==> src/rtl/ossu_pkg.sv <==
// Package for the operand stack shuffle unit: operation codes, transaction
// structs, field widths, cost constants and parameter defaults.
// No dependencies.
`default_nettype none

package ossu_pkg;

    localparam int STACK_DEPTH_DEF = 16;
    localparam int WORD_WIDTH_DEF  = 32;

    localparam int VALUE_W = 32;
    localparam int INDEX_W = 8;
    localparam int DEPTH_W = 5;
    localparam int COST_W  = 5;

    localparam int ROT_DEPTH = 2;

    localparam logic [COST_W-1:0] COST_ONE  = COST_W'(1);
    localparam logic [COST_W-1:0] COST_SWAP = COST_W'(2);
    localparam logic [COST_W-1:0] COST_ROT  = COST_W'(3);
    localparam logic [COST_W-1:0] COST_NONE = COST_W'(0);

    typedef enum logic [2:0] {
        OP_PUSH    = 3'd0,
        OP_EAT     = 3'd1,
        OP_DUP     = 3'd2,
        OP_SWAP    = 3'd3,
        OP_YANK    = 3'd4,
        OP_YANKDUP = 3'd5,
        OP_ROTATE  = 3'd6,
        OP_CLEAR   = 3'd7
    } t_op;

    typedef struct packed {
        t_op                       op;
        logic signed [VALUE_W-1:0] push_value;
        logic [INDEX_W-1:0]        depth_index;
    } t_in;

    typedef struct packed {
        logic signed [VALUE_W-1:0] top_value;
        logic [DEPTH_W-1:0]        stack_depth;
        logic [COST_W-1:0]         op_cost;
        logic                      fault;
    } t_out;

endpackage

`default_nettype wire

==> src/rtl/operand_stack_shuffle_unit_top.sv <==
// Operand stack shuffle unit, top level: handshake and result register.
// Depends on ossu_pkg and ossu_core.
//
// Usage:
//   Input channel i_in_valid / o_in_stall / i_in_data carries one operation
//   per transaction (push, eat, dup, swap, yank, yankdup, rotate, clear).
//   Output channel o_out_valid / i_out_stall / o_out_data returns exactly
//   one result per transaction: new top, depth, cost and fault flag.
//   o_out_valid rises in the cycle after acceptance; throughput is one
//   transaction per cycle while the receiver does not stall, set by the
//   combinational stack update in ossu_core feeding one result register.
//   The stack updates at the accepting edge, so back-to-back transactions
//   see each other's effect. A faulting transaction leaves the stack as is.
//   When the receiver stalls with a result held, o_in_stall rises and the
//   result stays put; the register frees the same cycle the stall drops.
//   Reset (synchronous, active low) empties the stack and drops o_out_valid;
//   stack words are not cleared and are never read before being written.
`default_nettype none

module operand_stack_shuffle_unit_top
    import ossu_pkg::*;
#(
    parameter int STACK_DEPTH = STACK_DEPTH_DEF,
    parameter int WORD_WIDTH  = WORD_WIDTH_DEF
) (
    input  wire logic i_clk,
    input  wire logic i_rst_n,
    input  wire logic i_in_valid,
    output logic      o_in_stall,
    input  wire t_in  i_in_data,
    output logic      o_out_valid,
    input  wire logic i_out_stall,
    output t_out      o_out_data
);

    logic in_accept;
    t_out step_result;
    logic r_out_valid;
    t_out r_out_data;

    assign o_in_stall = r_out_valid && i_out_stall;
    assign in_accept  = i_in_valid && !o_in_stall;

    ossu_core #(
        .STACK_DEPTH (STACK_DEPTH),
        .WORD_WIDTH  (WORD_WIDTH)
    ) u_core (
        .i_clk    (i_clk),
        .i_rst_n  (i_rst_n),
        .i_accept (in_accept),
        .i_in     (i_in_data),
        .o_result (step_result)
    );

    always_ff @(posedge i_clk) begin
        if (!i_rst_n) begin
            r_out_valid <= 1'b0;
        end else if (!o_in_stall) begin
            r_out_valid <= i_in_valid;
        end
    end

    always_ff @(posedge i_clk) begin
        if (in_accept) begin
            r_out_data <= step_result;
        end
    end

    assign o_out_valid = r_out_valid;
    assign o_out_data  = r_out_data;

`ifndef NO_ASSERTIONS
    a_accept_gives_result: assert property (@(posedge i_clk) disable iff (!i_rst_n)
        in_accept |=> o_out_valid)
        else $error("accepted transaction produced no result");

    a_no_overwrite: assert property (@(posedge i_clk) disable iff (!i_rst_n)
        (o_out_valid && i_out_stall) |-> !in_accept)
        else $error("input accepted while a held result is stalled");

    a_stall_holds: assert property (@(posedge i_clk) disable iff (!i_rst_n)
        (o_out_valid && i_out_stall) |=> (o_out_valid && $stable(o_out_data)))
        else $error("stalled result changed or dropped");
`endif

endmodule

`default_nettype wire

==> src/rtl/ossu_core.sv <==
// Stack storage and combinational operation datapath, top-first order.
// Depends on ossu_pkg.
`default_nettype none

module ossu_core
    import ossu_pkg::*;
#(
    parameter int STACK_DEPTH = STACK_DEPTH_DEF,
    parameter int WORD_WIDTH  = WORD_WIDTH_DEF
) (
    input  wire logic i_clk,
    input  wire logic i_rst_n,
    input  wire logic i_accept,
    input  wire t_in  i_in,
    output t_out      o_result
);

    localparam int CW    = $clog2(STACK_DEPTH + 1);
    localparam int IW    = $clog2(STACK_DEPTH);
    localparam int CMP_W = (CW > INDEX_W) ? CW : INDEX_W;

    logic [WORD_WIDTH-1:0] r_words [STACK_DEPTH];
    logic [WORD_WIDTH-1:0] n_words [STACK_DEPTH];
    logic [CW-1:0]         r_count;
    logic [CW-1:0]         n_count;

    logic [CMP_W-1:0]      cnt_ext;
    logic [CMP_W-1:0]      idx_ext;
    logic                  is_full;
    logic                  is_empty;
    logic                  bad_idx;
    logic                  fault;
    logic [COST_W-1:0]     cost;
    logic [IW-1:0]         sel_idx;
    logic [WORD_WIDTH-1:0] sel_word;
    logic [WORD_WIDTH-1:0] new_word;
    logic                  do_grow;
    logic                  do_lift;
    logic                  do_pop;
    logic                  do_swap;

    assign cnt_ext  = CMP_W'(r_count);
    assign idx_ext  = CMP_W'(i_in.depth_index);
    assign is_full  = (r_count >= CW'(STACK_DEPTH));
    assign is_empty = (r_count == '0);
    assign bad_idx  = (idx_ext >= cnt_ext);

    assign sel_idx  = (i_in.op == OP_ROTATE) ? IW'(ROT_DEPTH) : IW'(i_in.depth_index);
    assign sel_word = r_words[sel_idx];

    always_comb begin
        fault    = 1'b0;
        cost     = COST_ONE;
        do_grow  = 1'b0;
        do_lift  = 1'b0;
        do_pop   = 1'b0;
        do_swap  = 1'b0;
        new_word = sel_word;
        n_count  = r_count;
        unique case (i_in.op)
            OP_PUSH: begin
                fault    = is_full;
                do_grow  = 1'b1;
                new_word = WORD_WIDTH'(i_in.push_value);
            end
            OP_EAT: begin
                fault  = is_empty;
                do_pop = 1'b1;
            end
            OP_DUP: begin
                fault    = is_empty || is_full;
                do_grow  = 1'b1;
                new_word = r_words[0];
            end
            OP_SWAP: begin
                fault   = (r_count < CW'(2));
                do_swap = 1'b1;
                cost    = COST_SWAP;
            end
            OP_YANK: begin
                fault   = bad_idx;
                do_lift = 1'b1;
                cost    = COST_W'(i_in.depth_index) + COST_ONE;
            end
            OP_YANKDUP: begin
                fault   = bad_idx || is_full;
                do_grow = 1'b1;
                cost    = COST_W'(i_in.depth_index) + COST_ONE;
            end
            OP_ROTATE: begin
                fault   = (r_count < CW'(3));
                do_lift = 1'b1;
                cost    = COST_ROT;
            end
            OP_CLEAR: begin
                n_count = '0;
            end
        endcase

        if (fault) begin
            cost    = COST_NONE;
            do_grow = 1'b0;
            do_lift = 1'b0;
            do_pop  = 1'b0;
            do_swap = 1'b0;
        end
        if (do_grow) begin
            n_count = r_count + CW'(1);
        end
        if (do_pop) begin
            n_count = r_count - CW'(1);
        end
    end

    // per-entry next value; entry 0 is the top
    always_comb begin
        for (int i = 0; i < STACK_DEPTH; i++) begin
            n_words[i] = r_words[i];
        end
        if (do_grow || do_lift) begin
            n_words[0] = new_word;
        end
        if (do_swap) begin
            n_words[0] = r_words[1];
            n_words[1] = r_words[0];
        end
        for (int i = 1; i < STACK_DEPTH; i++) begin
            if (do_grow || (do_lift && (i <= int'(sel_idx)))) begin
                n_words[i] = r_words[i-1];
            end
        end
        for (int i = 0; i < STACK_DEPTH - 1; i++) begin
            if (do_pop) begin
                n_words[i] = r_words[i+1];
            end
        end
    end

    always_comb begin
        o_result.top_value   = (n_count == '0) ? '0 : VALUE_W'(signed'(n_words[0]));
        o_result.stack_depth = DEPTH_W'(n_count);
        o_result.op_cost     = cost;
        o_result.fault       = fault;
    end

    always_ff @(posedge i_clk) begin
        if (!i_rst_n) begin
            r_count <= '0;
        end else if (i_accept) begin
            r_count <= n_count;
        end
    end

    always_ff @(posedge i_clk) begin
        if (i_accept) begin
            for (int i = 0; i < STACK_DEPTH; i++) begin
                r_words[i] <= n_words[i];
            end
        end
    end

`ifndef NO_ASSERTIONS
    a_count_bound: assert property (@(posedge i_clk) disable iff (!i_rst_n)
        r_count <= CW'(STACK_DEPTH))
        else $error("element count above stack depth");

    a_fault_holds: assert property (@(posedge i_clk) disable iff (!i_rst_n)
        (i_accept && fault) |=> (r_count == $past(r_count)))
        else $error("faulting transaction changed the element count");

    a_fault_cost: assert property (@(posedge i_clk) disable iff (!i_rst_n)
        (i_accept && !fault) |-> (cost != COST_NONE || i_in.depth_index[COST_W-1:0] == '1))
        else $error("successful transaction reported zero cost");

    a_clear: assert property (@(posedge i_clk) disable iff (!i_rst_n)
        (i_accept && i_in.op == OP_CLEAR) |=> (r_count == '0))
        else $error("clear left elements on the stack");
`endif

endmodule

`default_nettype wire
==> config.mk <==
export PLATFORM = sky130hd
export DESIGN_NAME = operand_stack_shuffle_unit_top
export DESIGN_NICKNAME = d
export VERILOG_FILES = /design/src/rtl/ossu_pkg.sv /design/src/rtl/operand_stack_shuffle_unit_top.sv /design/src/rtl/ossu_core.sv
export SDC_FILE = /design/constraint.sdc
export NUM_CORES = 1
export LEC_CHECK = 0
export ABC_AREA = 1
export BUFFER_PORTS_ARGS = -buffer_cell sky130_fd_sc_hd__buf_2
export CAP_MARGIN = 30
export CORE_ASPECT_RATIO = 1.1
export CORE_UTILIZATION = 61
export DETAILED_ROUTE_END_ITERATION = 16
export PLACE_DENSITY = 0.87
export SYNTH_ARGS = -nofsm -noshare
export SYNTH_HDL_FRONTEND = slang
export SYNTH_SLANG_ARGS = --single-unit
==> constraint.sdc <==
create_clock -name i_clk -period 13.4 [get_ports i_clk]
set_clock_uncertainty 0.1 [all_clocks]
set_input_delay 1.34 -clock i_clk [delete_from_list [all_inputs] [get_ports i_clk]]
set_output_delay 1.34 -clock i_clk [all_outputs]
set_load 0.01 [all_outputs]
### Word level (Yosys, flattened, before mapping)

Memories as Yosys holds them, arrays and structs flattened.
Cells that the tools add are included.

| cells by class | value |
|---|---|
| $add $sub $neg | 3 |
| magnitude comparators | 19 |
| equal/unequal tests | 7 |
| mux-type cells | 49 |
| reduce and logical (&&, ||, !) cells | 42 |

Operators by type and width:

| cell | count |
|---|---|
| $mux W32 | 31 |
| $mux W64 | 1 |
| $pmux W32 S2 | 1 |
| $le A4 B4 Y1 const A | 8 |
| $logic_or A1 B1 Y1 | 18 |
| $logic_and A1 B1 Y1 | 17 |
| $le A3 B4 Y1 const A | 4 |
| $mux W5 | 3 |
| $pmux W5 S3 | 1 |
| $eq A3 B3 Y1 const B | 4 |
| $add A5 B1 Y5 const B | 2 |
| $logic_not A5 Y1 | 2 |
| $lt A5 B2 Y1 const B | 2 |
| $mux W1 | 10 |
| $ge A8 B5 Y1 | 1 |
| $le A2 B4 Y1 const A | 2 |
| $pmux W1 S7 | 1 |
| $eq A3 B2 Y1 const B | 2 |
| $ge A5 B5 Y1 const B | 1 |
| $sub A5 B1 Y5 const B | 1 |
| $le A1 B4 Y1 const A | 1 |
| $mux W4 | 1 |
| $reduce_or A2 Y1 | 2 |
| $eq A3 B1 Y1 const B | 1 |
| 3 further kinds | 3 |

| word-level totals | value |
|---|---|
| register bits after elaboration | 49 |
| bits in writable memories | 512 |
| input bits | 47 |
| output and inout bits | 45 |
| word-level logic and storage cells | 127 |
| memories | 1 |

Memory list:

| name | words | width | read ports | clocked after memory_dff | write ports | line | source |
|---|---|---|---|---|---|---|---|
| u_core.r_words | 16 | 32 | 17 | 0 | 16 | ossu_core.sv:22 | `logic [WORD_WIDTH-1:0] r_words [STACK_DEPTH];` |

### Logic depth before layout (Yosys ltp)

| logic depth | value |
|---|---|
| word-level depth | 9 |
| mapped depth | 20 |
| gate-level depth less buffers | 18 |

### Hierarchy

Synthesis repeated with hierarchy kept, for this count alone.

| second synthesis, totals | value |
|---|---|
| cells, all modules | 3582 |
| area total of the unflattened synthesis | 29339.4 um^2 |

By module, submodules not included:

| module | times used | cells each | area an instance (um^2) |
|---|---|---|---|
| ossu_core | 1 | 3532 | 27995.6 |
| operand_stack_shuffle_unit_top | 1 | 50 | 1343.8 |

### Least setup slack after synthesis

No wires, ideal clock.

| timing path | value |
|---|---|
| path type | input to register |
| from | input port i_out_stall |
| to | memory u_core.r_words[11][0] (netlist name), enable pin |
| data arrival time | 9.045 ns |
| data required time | 12.859 ns |
| setup slack | 3.815 ns |
| stages on the path | 7 |
| buffers on the path | 0 |
| path through | nand2_1 > inv_1 > nor2_1 > inv_1 > a21oi_1 > inv_1 > a31oi_1 |

RTL lines:

| what | line | source |
|---|---|---|
| from (decl) | operand_stack_shuffle_unit_top.sv:32 | `input wire logic i_out_stall,` |
| to (decl) | ossu_core.sv:22 |  |

==> reports/metrics.yaml <==
status:
  outcome: "finished, final reports clean"
worst_setup_path:
  criticalPathCategory: "in -> reg"
  critPathMaxFanout: 287
  crit_path_start_kind: "input port"
  endpoint_kind: "register"
  critPathArrivalTime_ns: 5.92
  required_ns: 13.64
die:
  start_util: 0.619
  num_rows: 84
  die_y_microns: 233
  die_area_sq_um: 49400
  io_pins: 92
  core_region_area_sq_um: 47800
  dieWidth_microns: 212
routing:
  vias: 24708
  dr.first_iter.drc_count: 4221
  post_drt_wl_per_cell_microns: 18.0
  via_per_inst: 5.81
  drt_wl_total_mm: 76.8
  antenna_left: 0
  drc: 0
  drt-pass1-iter-count: 6
hold_path:
  hold_class: "reg -> reg"
timing:
  min_period_over_period: 0.424
  whs_ns: 0.385
  drv_slew: 0
  worstMarginPinSlew_ns: 1.09
  setup_viol: 0
  max_freq_mhz: 176
  post-route-min-period_ns: 5.68
  rsz0062_at_grt: "no"
  hold_viol_final: 0
  max_slew_margin: 0.273
  setup_tns_ns: 0
  fin_ws_ns: 7.72
grt:
  grt_pass1_vias: 22269
  grt-ovfl-total: 0
  grt_use_total: 0.308
  grt_max_degree: 288
  grt_first_pass_wirelength_mm: 120
  antenna_found_initial: 3
pwr:
  power_density_nw_per_um2: 136
  worst_ir_drop_vdd_mv: 0.105
  leakagePower_uw: 0.0144
  total_power_uw: 4360
yosys:
  synth_nets: 3648
  synthCells: 3593
  async_reset_ff_frac: 0
  synthMuxAreaShare: 0
  yosysSeqAreaShare: 0.567
  synthTopCellsByCount: "nand2_1 (1,166), edfxtp_1 (555), inv_1 (418)"
  synth_top_area_cell: "edfxtp_1"
  synthFlopType: "edfxtp_1"
  synth_seq_cells: 561
  synth_edf_count: 555
  ys_types: 36
  synthTopCellsByArea: "edfxtp_1 (56%), nand2_1 (15%), inv_1 (5.3%), nor2_1 (5.1%), o21ai_0 (4.6%)"
  netlist_area_sq_um: 29600
  synth_compound_area_frac: 0.0968
  synthSimpleGateAreaFrac: 0.244
  synth_fa_ha_area_frac: 0.00338
  synth.most_common_cell: "nand2_1"
  synth-xor-area-share: 0.00207
  yosysWarningCount: 0
  synth_top_area_share: 0.563
  synth_top_family_by_area: "simple AND/OR/NAND/NOR gates"
  synth_area_per_cell_sq_um: 8.24
place:
  dp_slack_ns: 7.37
  place.gp.congestion: 0.877
  dp_hpwl_mm: 45.8
  port_buffers: 91
cts:
  cts_setup_buffers: 0
  hold_buffers: 0
  cts_tree: "done"
  cts_made_buffers: 55
  cts_resized: 0
  insertion_delay_ns: 0.61
  cts_sinks: 561
  htree_levels: 2
  ctsLongestPathBuffers: 3
  cts_root_buffer: "clkbuf_16"
  clk_transition_reported_paths_ns: 0.06
finish:
  n_antenna_cell: 0
  final_nets: 3621
  drive_gt1_frac: 0.0667
  syn_to_final_growth_pct: 8.36
job:
  max_cap_violations: 0
[cell type report]
type / count / area (sq um)
Clock buffer: 63 / 1410
Clock inverter: 39 / 259
Fill cell: 3513 / 15700
Inverter: 427 / 1610
Multi-Input combinational cell: 2396 / 10400
Sequential cell: 561 / 16800
Tap cell: 645 / 807
Timing Repair Buffer: 125 / 816
[sequential cells by signal (all words and copies together), names as in the netlist]
| name | cells |
|---|---|
| u_core.r_words | 512 |
| o_out_data | 43 |
| u_core.r_count | 5 |
| o_out_valid | 1 |
[critical path, stage by stage]
cell and delay [ns]:
buf_2 0.16, inv_2 0.06, buf_4 0.60, ha_1 0.26, nand2_1 0.05, nor2_1 0.08
nor2_1 0.04, nand2_1 0.05, nand2_1 0.05, nand2_1 0.05, nand2_1 0.24, nand3_4 0.35
buf_16 0.34, buf_12 0.69, buf_12 0.81, o21ai_0 0.20, nand2_1 0.12, inv_1 0.08
[worst paths after layout]
kind                                        startpoint                     end  slack [ns]  cells after the start
worst max register to register       u_core.r_count[3]   u_core.r_words[1][27]        8.52                     16
worst min register to register  u_core.r_words[14][18]  u_core.r_words[15][18]        0.39                      0
worst max-delay path                      i_in_data[0]   u_core.r_words[1][27]        7.72                     18
worst min-delay path            u_core.r_words[14][18]  u_core.r_words[15][18]        0.39                      0
[power by group]
part | total [uW] | internal, uW | switching [uW]
clock network | 1470 | 807 | 664
registers | 2200 | 2130 | 73.4
logic | 685 | 194 | 491
[cells in the final DEF (no fill, tap or decap), types with 12 or more instances in the layout]
cell / netlist / routed
buf_2: 117 / 91
o21ai_0: 272 / 269
clkinv_2: 0 / 12
a21oi_1: 269 / 264
nor2_1: 403 / 397
buf_4: 8 / 28
inv_1: 418 / 415
clkbuf_16: 0 / 55
edfxtp_1: 555 / 555
o21ai_1: 12 / 12
nand3_1: 223 / 222
nand2_1: 1166 / 1164
clkinv_1: 2 / 23
[kinds of logic (layout without fill, tap and decap cells)]
| kind of cell | Yosys count | after routing |
|---|---|---|
| simple gates | 1816 | 1816 |
| buf+inv | 636 | 654 |
| compound gates | 565 | 565 |
| flops | 561 | 561 |
| fa+ha+maj | 8 | 8 |
| xor+xnor | 7 | 7 |
[stage by stage]
stage	util	std cells	area, sq um
floorplan	-	3593	29600
global placement	0.634	4150	30300
detailed placement	0.636	4154	30400
CTS	0.671	4256	32100
global route	0.671	4256	32100
finish	0.671	4256	32100
[metal layers]
layer / up-vias / routed length [microns] / share of wire / global-route usage
li1: 11575 / - / - / -
met2: 1721 / 34500 / 0.45 / 0.476
met3: 187 / 10700 / 0.14 / 0.0784
met1: 11221 / 29500 / 0.38 / 0.427
met4: 4 / 2050 / 0.027 / 0.100
met5: - / 18 / 0.00023 / 0
(Power assumes the default switching activity.)
